--- config.mk ---
export PLATFORM = sky130hd
export DESIGN_NAME = single_bus_sensor_reader
export DESIGN_NICKNAME = d
export VERILOG_FILES = /design/src/hdl/sbsr_pkg.sv /design/src/hdl/single_bus_sensor_reader.sv /design/src/hdl/sbsr_timer.sv
export SDC_FILE = /design/constraint.sdc
export NUM_CORES = 1
export LEC_CHECK = 0
export BUFFER_PORTS_ARGS = -buffer_cell sky130_fd_sc_hd__buf_2
export CORE_MARGIN = 2
export CORE_UTILIZATION = 45
export CTS_CLUSTER_DIAMETER = 100
export CTS_CLUSTER_SIZE = 24
export DETAILED_ROUTE_END_ITERATION = 10
export SYNTH_ARGS = -nofsm -noshare
export SYNTH_HDL_FRONTEND = slang
export SYNTH_SLANG_ARGS = --single-unit
--- constraint.sdc ---
create_clock -name i_clk -period 7.9 [get_ports i_clk]
set_input_delay 0.395 -clock i_clk [delete_from_list [all_inputs] [get_ports i_clk]]
set_output_delay 0.395 -clock i_clk [all_outputs]
set_load 0.01 [all_outputs]
--- src/hdl/sbsr_pkg.sv ---
// ----------------------------------------------------------------------------
// sbsr_pkg - shared types and constants
// Word layouts, command codes, response codes, configuration indexes and
// reset values for the single-bus sensor reader.
// ----------------------------------------------------------------------------
package sbsr_pkg;

    // Width of every configuration register and of the config data bus
    localparam int unsigned CFG_WIDTH     = 16;
    localparam int unsigned CFG_IDX_WIDTH = 3;
    localparam int unsigned BYTE_WIDTH    = 8;

    // Command codes carried by an input word
    localparam logic [1:0] CMD_NONE  = 2'd0;
    localparam logic [1:0] CMD_START = 2'd1;
    localparam logic [1:0] CMD_READ  = 2'd2;

    // Response codes
    localparam logic [1:0] RESP_ABSENT  = 2'd0;
    localparam logic [1:0] RESP_PRESENT = 2'd1;
    localparam logic [1:0] RESP_BAD     = 2'd2;
    localparam logic [1:0] RESP_TIMEOUT = 2'd3;

    // Configuration register indexes
    localparam logic [CFG_IDX_WIDTH-1:0] REG_START_LOW     = 3'd0;
    localparam logic [CFG_IDX_WIDTH-1:0] REG_RELEASE       = 3'd1;
    localparam logic [CFG_IDX_WIDTH-1:0] REG_RESPONSE_WAIT = 3'd2;
    localparam logic [CFG_IDX_WIDTH-1:0] REG_RESPONSE_HIGH = 3'd3;
    localparam logic [CFG_IDX_WIDTH-1:0] REG_BIT_SAMPLE    = 3'd4;
    localparam logic [CFG_IDX_WIDTH-1:0] REG_TIMEOUT       = 3'd5;

    // Configuration reset values
    localparam logic [CFG_WIDTH-1:0] RST_START_LOW     = 16'd18000;
    localparam logic [CFG_WIDTH-1:0] RST_RELEASE       = 16'd20;
    localparam logic [CFG_WIDTH-1:0] RST_RESPONSE_WAIT = 16'd100;
    localparam logic [CFG_WIDTH-1:0] RST_RESPONSE_HIGH = 16'd80;
    localparam logic [CFG_WIDTH-1:0] RST_BIT_SAMPLE    = 16'd50;
    localparam logic [CFG_WIDTH-1:0] RST_TIMEOUT       = 16'd1000;

    typedef struct packed {
        logic [1:0] command;
        logic       line_level;
    } t_in_word;

    typedef struct packed {
        logic                  drive_low;
        logic                  busy_res;
        logic                  response_valid;
        logic [1:0]            response_code;
        logic                  byte_valid;
        logic [BYTE_WIDTH-1:0] data_byte;
        logic                  timed_out;
    } t_out_word;

endpackage

--- src/hdl/single_bus_sensor_reader.sv ---
// ----------------------------------------------------------------------------
// single_bus_sensor_reader - single-wire humidity sensor protocol engine
// Results are registered: one shows in the cycle after its tick word is taken.
// Throughput: one tick word per cycle unless a result stalls; the state update
//   for a tick is one pass through the phase logic and saturating tick counter.
// The input side stays ready while a result waits if that result is taken
//   in the same cycle; the output register separates the two sides.
// Reset: synchronous, active low; phase idle, counters clear, config
//   registers return to their default timings.
// ----------------------------------------------------------------------------
module single_bus_sensor_reader
    import sbsr_pkg::*;
#(
    parameter int unsigned COUNT_WIDTH   = 16,
    parameter int unsigned BITS_PER_READ = 8
) (
    input  logic                     i_clk,
    input  logic                     i_rst_n,
    // configuration write port
    input  logic                     i_cfg_we,
    input  logic [CFG_IDX_WIDTH-1:0] i_cfg_index,
    input  logic [CFG_WIDTH-1:0]     i_cfg_data,
    // tick words in
    input  logic                     i_in_valid,
    output logic                     o_in_ready,
    input  t_in_word                 i_in_data,
    // result words out
    output logic                     o_out_valid,
    input  logic                     i_out_ready,
    output t_out_word                o_out_data
);

    // Bit index counts up to BITS_PER_READ-1; one spare bit for the compare
    localparam int unsigned BIDX_WIDTH = 3;
    localparam logic [BIDX_WIDTH:0] LAST_BIT = (BIDX_WIDTH+1)'(BITS_PER_READ);

    typedef enum logic [3:0] {
        PH_IDLE,
        PH_START_LOW,
        PH_RELEASE,
        PH_RESP_WAIT,
        PH_RESP_HIGH,
        PH_RESP_FALL,
        PH_RD_RISE,
        PH_RD_DELAY,
        PH_RD_FALL
    } t_phase;

    // configuration
    logic [CFG_WIDTH-1:0] r_start_low, r_release, r_resp_wait;
    logic [CFG_WIDTH-1:0] r_resp_high, r_bit_sample, r_timeout;

    // protocol state
    t_phase                  r_phase, n_phase;
    logic [COUNT_WIDTH-1:0]  r_count, n_count;
    logic [BIDX_WIDTH-1:0]   r_bit_idx, n_bit_idx;
    logic [BYTE_WIDTH-1:0]   r_shift, n_shift;
    logic [1:0]              r_pend, n_pend;

    // result register
    logic                    r_out_valid;
    t_out_word               r_out, n_out;

    logic                    accept;
    logic [CFG_WIDTH-1:0]    limit;
    logic [COUNT_WIDTH-1:0]  cnt_next;
    logic                    cnt_reach;
    logic                    line;

    assign o_in_ready  = !r_out_valid || i_out_ready;
    assign accept      = i_in_valid && o_in_ready;
    assign o_out_valid = r_out_valid;
    assign o_out_data  = r_out;
    assign line        = i_in_data.line_level;

    // Which limit the counter compares against depends on the phase;
    // all edge waits share the timeout.
    always_comb begin
        unique case (r_phase)
            PH_START_LOW: limit = r_start_low;
            PH_RELEASE:   limit = r_release;
            PH_RESP_WAIT: limit = r_resp_wait;
            PH_RESP_HIGH: limit = r_resp_high;
            PH_RD_DELAY:  limit = r_bit_sample;
            default:      limit = r_timeout;
        endcase
    end

    sbsr_timer #(
        .COUNT_WIDTH (COUNT_WIDTH)
    ) u_timer (
        .i_count (r_count),
        .i_limit (limit),
        .o_next  (cnt_next),
        .o_reach (cnt_reach)
    );

    // Next state and result for the tick word at the input
    always_comb begin
        n_phase   = r_phase;
        n_count   = r_count;
        n_bit_idx = r_bit_idx;
        n_shift   = r_shift;
        n_pend    = r_pend;
        n_out     = '0;

        unique case (r_phase)
            PH_IDLE: begin
                if (i_in_data.command == CMD_START) begin
                    n_phase = PH_START_LOW;
                    n_count = '0;
                end else if (i_in_data.command == CMD_READ) begin
                    n_phase   = PH_RD_RISE;
                    n_count   = '0;
                    n_bit_idx = '0;
                    n_shift   = '0;
                end
            end
            PH_START_LOW: begin
                n_count = cnt_next;
                if (cnt_reach) begin
                    n_phase = PH_RELEASE;
                    n_count = '0;
                end
            end
            PH_RELEASE: begin
                n_count = cnt_next;
                if (cnt_reach) begin
                    n_phase = PH_RESP_WAIT;
                    n_count = '0;
                end
            end
            PH_RESP_WAIT: begin
                n_count = cnt_next;
                if (cnt_reach) begin
                    n_count = '0;
                    if (!line) begin
                        n_phase = PH_RESP_HIGH;
                    end else begin
                        // no low response: sensor absent
                        n_pend  = RESP_ABSENT;
                        n_phase = PH_RESP_FALL;
                    end
                end
            end
            PH_RESP_HIGH: begin
                n_count = cnt_next;
                if (cnt_reach) begin
                    n_count = '0;
                    n_pend  = line ? RESP_PRESENT : RESP_BAD;
                    n_phase = PH_RESP_FALL;
                end
            end
            PH_RESP_FALL: begin
                if (!line) begin
                    n_phase             = PH_IDLE;
                    n_out.response_valid = 1'b1;
                    n_out.response_code  = r_pend;
                end else begin
                    n_count = cnt_next;
                    if (cnt_reach) begin
                        n_phase              = PH_IDLE;
                        n_out.response_valid = 1'b1;
                        n_out.response_code  = RESP_TIMEOUT;
                        n_out.timed_out      = 1'b1;
                    end
                end
            end
            PH_RD_RISE: begin
                if (line) begin
                    n_phase = PH_RD_DELAY;
                    n_count = '0;
                end else begin
                    n_count = cnt_next;
                    if (cnt_reach) begin
                        n_phase          = PH_IDLE;
                        n_out.byte_valid = 1'b1;
                        n_out.timed_out  = 1'b1;
                    end
                end
            end
            PH_RD_DELAY: begin
                n_count = cnt_next;
                if (cnt_reach) begin
                    n_shift = {r_shift[BYTE_WIDTH-2:0], line};
                    n_phase = PH_RD_FALL;
                    n_count = '0;
                end
            end
            PH_RD_FALL: begin
                if (!line) begin
                    n_count = '0;
                    if ({1'b0, r_bit_idx} + 1'b1 >= LAST_BIT) begin
                        n_phase          = PH_IDLE;
                        n_out.byte_valid = 1'b1;
                        n_out.data_byte  = r_shift;
                    end else begin
                        n_bit_idx = r_bit_idx + 1'b1;
                        n_phase   = PH_RD_RISE;
                    end
                end else begin
                    n_count = cnt_next;
                    if (cnt_reach) begin
                        n_phase          = PH_IDLE;
                        n_out.byte_valid = 1'b1;
                        n_out.timed_out  = 1'b1;
                    end
                end
            end
            default: begin
                n_phase = PH_IDLE;
                n_count = '0;
            end
        endcase

        n_out.drive_low = (n_phase == PH_START_LOW);
        n_out.busy_res  = (n_phase != PH_IDLE);
    end

    // Configuration registers
    always_ff @(posedge i_clk) begin
        if (!i_rst_n) begin
            r_start_low  <= RST_START_LOW;
            r_release    <= RST_RELEASE;
            r_resp_wait  <= RST_RESPONSE_WAIT;
            r_resp_high  <= RST_RESPONSE_HIGH;
            r_bit_sample <= RST_BIT_SAMPLE;
            r_timeout    <= RST_TIMEOUT;
        end else if (i_cfg_we) begin
            unique case (i_cfg_index)
                REG_START_LOW:     r_start_low  <= i_cfg_data;
                REG_RELEASE:       r_release    <= i_cfg_data;
                REG_RESPONSE_WAIT: r_resp_wait  <= i_cfg_data;
                REG_RESPONSE_HIGH: r_resp_high  <= i_cfg_data;
                REG_BIT_SAMPLE:    r_bit_sample <= i_cfg_data;
                REG_TIMEOUT:       r_timeout    <= i_cfg_data;
                default:           ;
            endcase
        end
    end

    // Phase machine state and the result register
    always_ff @(posedge i_clk) begin
        if (!i_rst_n) begin
            r_phase     <= PH_IDLE;
            r_count     <= '0;
            r_bit_idx   <= '0;
            r_shift     <= '0;
            r_pend      <= RESP_ABSENT;
            r_out_valid <= 1'b0;
        end else begin
            if (accept) begin
                r_phase     <= n_phase;
                r_count     <= n_count;
                r_bit_idx   <= n_bit_idx;
                r_shift     <= n_shift;
                r_pend      <= n_pend;
                r_out_valid <= 1'b1;
            end else if (i_out_ready) begin
                r_out_valid <= 1'b0;
            end
        end
    end

    always_ff @(posedge i_clk) begin
        if (accept) begin
            r_out <= n_out;
        end
    end

endmodule

--- src/hdl/sbsr_timer.sv ---
// ----------------------------------------------------------------------------
// sbsr_timer - saturating tick counter step
// Advances the tick count by one, saturating at the counter maximum, and
// flags when the advanced count reaches the limit or the maximum.
// ----------------------------------------------------------------------------
module sbsr_timer
    import sbsr_pkg::*;
#(
    parameter int unsigned COUNT_WIDTH = 16
) (
    input  logic [COUNT_WIDTH-1:0] i_count,
    input  logic [CFG_WIDTH-1:0]   i_limit,
    output logic [COUNT_WIDTH-1:0] o_next,
    output logic                   o_reach
);

    localparam int unsigned CMP_WIDTH = (COUNT_WIDTH > CFG_WIDTH) ? COUNT_WIDTH : CFG_WIDTH;
    localparam logic [COUNT_WIDTH-1:0] CNT_MAX = {COUNT_WIDTH{1'b1}};

    logic [CMP_WIDTH-1:0] next_ext;
    logic [CMP_WIDTH-1:0] limit_ext;

    assign o_next    = (i_count == CNT_MAX) ? i_count : i_count + 1'b1;
    assign next_ext  = CMP_WIDTH'(o_next);
    assign limit_ext = CMP_WIDTH'(i_limit);
    assign o_reach   = (next_ext >= limit_ext) || (o_next == CNT_MAX);

endmodule

# Yosys cells after proc, flatten, opt, wreduce, memory -nomap -nowiden
# Index checks and enable logic that the tools add are counted.
# Widths: inputs -> output; s select.
[classes]
n_lt_le_gt_ge = 2
n_bitwise = 2
addsub = 3
mux = 48
eq_ne = 28
n_reduce_logical = 24
[ops]
columns = ["cell", "n"]
rows = [
  ["$pmux 16 s5", 2],
  ["$mux 16", 7],
  ["$mux 4", 11],
  ["$pmux 4 s9", 1],
  ["$eq 16x16->1 const B", 2],
  ["$mux 8", 3],
  ["$mux 3", 7],
  ["$ne 2x2->1 const B", 9],
  ["$add 16x1->16 const B", 1],
  ["$eq 4x3->1 const B", 4],
  ["$ge 16x16->1", 1],
  ["$pmux 8 s2", 1],
  ["$reduce_and 2->1", 6],
  ["$reduce_and 5->1", 2],
  ["$mux 9", 1],
  ["$eq 4x1->1 const B", 2],
  ["$eq 4x2->1 const B", 2],
  ["$mux 2", 4],
  ["$reduce_bool 2->1", 4],
  ["$mux 1", 7],
  ["$eq 3x2->1 const B", 2],
  ["$eq 3x3->1 const B", 2],
  ["$pmux 3 s2", 1],
  ["$reduce_and 6->1", 1],
  ["other kinds (21)", 24],
]
[totals]
elab_cells = 126
reg_bits = 145
inputBits = 27
out_inout_bits = 17

# Longest topological paths before layout
[depth]
depth_word = 8
mapped_depth = 19
ltp_nobuf = 16

# Hierarchy
# Synthesis repeated with hierarchy kept, for this count alone.
[unflattened]
hier_cells = 878
area_unflattened_um2 = 7312.0
[by_module_without_submodules]
columns = ["module", "area_each_um2", "n_inst", "seq_area_each_um2", "cells_per_inst"]
rows = [
  ["single_bus_sensor_reader", 6388.6, 1, 3052.9, 756],
  ["sbsr_timer", 923.4, 1, 0.0, 122],
]

# Worst setup path before layout
# Ideal clock, no wire load.
[synth_timing]
path_type = "register to register"
start = "register r_phase[0]"
end = "register r_out, in the netlist o_out_data[13], data pin"
path_buffers = 3
setup_ns = 0.266
synth_period_minus_slack_ns = 4.461
stages_incl_launch_ff = 18
t_arrival_ns = 4.195
path_slack_ns = 3.439
t_required_ns = 7.634
path_cell_list = "dfxtp_1 -> clkbuf_1 -> clkbuf_1 -> nor3_1 -> clkbuf_1 -> a222oi_1 -> nand2_1 -> a21oi_1 -> ha_1 -> and3_1 -> nand3_1 -> a21oi_1 -> a211o_1 -> a31oi_1 -> o21ai_4 -> mux2_2 -> or3_1 -> or3b_1"
[synth_rtl]
columns = ["element", "line_no", "text"]
rows = [
  ["start, declared", "single_bus_sensor_reader.sv:54", "t_phase r_phase, n_phase;"],
  ["start signal, assigned", "single_bus_sensor_reader.sv:253", "r_phase <= n_phase;"],
  ["end signal, assigned", "single_bus_sensor_reader.sv:267", "r_out <= n_out;"],
  ["end, declared", "single_bus_sensor_reader.sv:62", "t_out_word r_out, n_out;"],
]

==> results.toml <==
[timing]
maxSlewHeadroom_pct = 30.29
fin_setup_tns_ps = 0
finalClockSkew_ps = 10.52
hold_violations = 0
period_needed_ps = 5082
max_freq_ghz = 0.1968
post-route-period-util_pct = 64.33
setup_viol = 0
tightest_slew_ps = 1042
hold_slack_ps = 223.2
rsz0062_at_grt = "false"
slew_violations = 0
worst_slack_ps = 2818

[worst_setup_path]
slowest_delay_ps = 810
reg2reg_depth = 16
critical-path-top-delay-family = "simple AND/OR/NAND/NOR gates"
cpMaxStageDelayCell = "dfxtp_1"
r2r_start = "r_phase[0]$_SDFFE_PN0P_"
critPathMaxFanout = 24
arrival_ps = 5250
crit_buf_inv = 1
crit_chain = "nand2_1, nor2_2, buf_4, a22oi_1, nand2_1, a21oi_1, ha_1, and3_1, nand3_1, a21oi_1, a211o_1, a31oi_1, o21ai_4, mux2_2, or3_1, or3b_1"
r2r-end = "o_out_data[13]$_DFFE_PP_"
critPathCaptureType = "flop"
cp.required_ps = 8070
criticalPathCategory = "reg2reg"
start_kind = "flop"
r2r_slack_ps = 2820

[synthesis]
synth_flop_cell = "dfxtp_1"
synthArstFlopShare_pct = 0
synthCells = 923
yosys.area.top_type = "dfxtp_1"
synth_edf_count = 15
ys_ff_latch = 145
synth_warnings = 0
avgSynthCellArea_um2 = 8.108
synth_area_leaders = "dfxtp_1 (35%), nand2_1 (12%), a21boi_0 (8.1%)"
netlist_area_um2 = 7483
syn_nets = 970
netlist.area_leader.share_pct = 34.78
ys_types = 63
yosysSeqAreaShare_pct = 40.80

[floorplan]
die_h_um = 133.0
die_width_um = 133.0
pin_count = 44
initial_core_util_pct = 45.61
dieArea_um2 = 17680
fp-row-count = 47
core_area_um2 = 16410

[placement]
placed_area_um2 = 7807
globalplace.congestion = 0.8579
dp_slack_ps = 2880
port_buffers = 43
dp.cells = 1130
dp_hpwl_mm = 13.13

[clock_network]
path_clk_slew_ps = 60
post_cts_resized = 0
cts_buffers = 17
clock_path_buffers = 2
holdBufCountCts = 0
htree_num_levels = 4
cts_setup_buffers = 0
cts.sinks = 145
cts_tree = "done"
clk_latency_ps = 420
cts_root_buf = "clkbuf_16"

[global_route]
busiest_layer = "met2"
antenna_found_initial = 0
grt_start_max_net_pins = 117
met3_usage_pct = 3.678
grtUsageMet2_pct = 37.10
grt_pass1_vias = 6219
grt_pass1_wl_mm = 33.29
grt.met1_usage_pct = 33.26
grt.overflow.total = 0
grt_use_total_pct = 23.52

[power]
p_total_mw = 1.732
peakVddDrop_uv = 155.2
powerDensity_nw_per_um2 = 206.9
leakage_nw = 3.122

[final_layout]
final_nets = 976
drive_gt1_share_pct = 11.25
finalNonFillerCells = 1162
most-common-layout-cells = "nand2_1 (249), dfxtp_1 (130), a21boi_0 (81)"
fillers = 1578
final_common_cell = "nand2_1"
final_util_pct = 51.03
antennaDiodeCount = 0
fin_area_um2 = 8373
seq_area_um2 = 3053
area_delta_synth_final_pct = 11.89
multi_input_area_um2 = 4153

[worst_hold_path]
min_from = "i_in_valid"
hold_path_class = "in2reg"
hold-path-endpoint = "o_out_valid$_SDFFE_PN0P_"
whs_path_depth = 3

[routing]
dr_total_vias = 6576
drt_wl_total_mm = 19.79
drc = 0
first_pass_iters = 5
wire_per_inst_um = 17.03
drt_iter0_markers = 585
via_per_inst = 5.659
antenna_left = 0

[flow_run]
cap_violations = 0

[run_status]
status = "complete, no violations"
==> cell families (layout without fill, tap and decap cells) <==
| family | count (synthesis) | in the layout | synth area share [%] |
|---|---|---|---|
| simple gates | 429 | 429 | 26.50 |
| compound gates | 228 | 228 | 22.10 |
| flops | 145 | 145 | 40.80 |
| buf+inv | 76 | 95 | 4.046 |
| fa+ha+maj | 20 | 20 | 3.344 |
| mux | 13 | 13 | 1.806 |
| xor+xnor | 12 | 12 | 1.404 |
==> area by class of cell <==
class | instances | share of cell area, %
multi-input combinational | 702 | 49.60
sequential | 145 | 36.46
clock buffer | 21 | 5.514
timing repair buffer | 52 | 3.407
tap | 220 | 3.288
clock inverter | 11 | 1.240
inverter | 11 | 0.4931
==> registers in the layout, summed over array words and instances (netlist names) <==
| signal | flops |
|---|---|
| r_bit_sample | 16 |
| r_count | 16 |
| r_release | 16 |
| r_resp_high | 16 |
| r_resp_wait | 16 |
| r_start_low | 16 |
| r_timeout | 16 |
| o_out_data | 15 |
| r_shift | 8 |
| r_phase | 4 |
| r_bit_idx | 3 |
| r_pend | 2 |
| o_out_valid | 1 |
==> how the worst max path moves through the flow <==
stage | startpoint | endpoint | cells after the start
global route | r_phase[0]$_SDFFE_PN0P_ | o_out_data[13]$_DFFE_PP_ | 16
finish | r_phase[0]$_SDFFE_PN0P_ | o_out_data[13]$_DFFE_PP_ | 16
CTS | r_phase[0]$_SDFFE_PN0P_ | o_out_data[13]$_DFFE_PP_ | 16
floorplan | r_phase[0]$_SDFFE_PN0P_ | o_out_data[13]$_DFFE_PP_ | 17
global placement | r_phase[0]$_SDFFE_PN0P_ | o_out_data[13]$_DFFE_PP_ | 16
detailed placement | r_phase[0]$_SDFFE_PN0P_ | o_out_data[13]$_DFFE_PP_ | 16
==> synthesized netlist by cell type, types with 2 or more instances <==
cell type / n
o21ai_1: 2
o22ai_1: 3
o211ai_1: 3
nand4_4: 2
mux2_2: 3
inv_1: 10
a211oi_2: 2
clkbuf_1: 56
nand2b_1: 9
or3_1: 2
a22oi_1: 32
nor3b_1: 4
nand4_1: 7
mux2i_1: 9
nand2_1: 249
a21oi_1: 42
ha_1: 20
nand3_1: 68
nor3_1: 10
edfxtp_1: 15
nand3b_1: 2
nor4_1: 2
buf_2: 8
or2_2: 2
xnor2_1: 5
nor2_1: 30
and2_1: 11
nand4b_1: 2
a222oi_1: 16
xor2_1: 7
and3_1: 9
o21ai_0: 13
dfxtp_1: 130
and4_1: 4
a41oi_1: 2
o21a_1: 5
a31oi_1: 4
a21boi_1: 11
nor2b_1: 8
a21boi_0: 81
==> report_power, final <==
group,internal (mW),switching (mW),total (mW)
combinational,0.0611,0.116,0.177
sequential,0.763,0.0194,0.783
clock,0.453,0.319,0.773
total,1.28,0.455,1.73
==> metal layers <==
layer  vias up  routed length, um
met3        22                799
li1       3279                  -
met4         0                268
met1      3119               9727
met2       156               8994
met5         -                  0
==> worst reg2reg max path, delay by kind of cell (launching register included) <==
kind	cells	cell delay, ps
compound gates	6	1240
fa+ha+maj	1	330
buf+inv	1	350
flops	1	810
mux	1	350
simple gates	7	1750
Power figures use the tool's default switching activity.
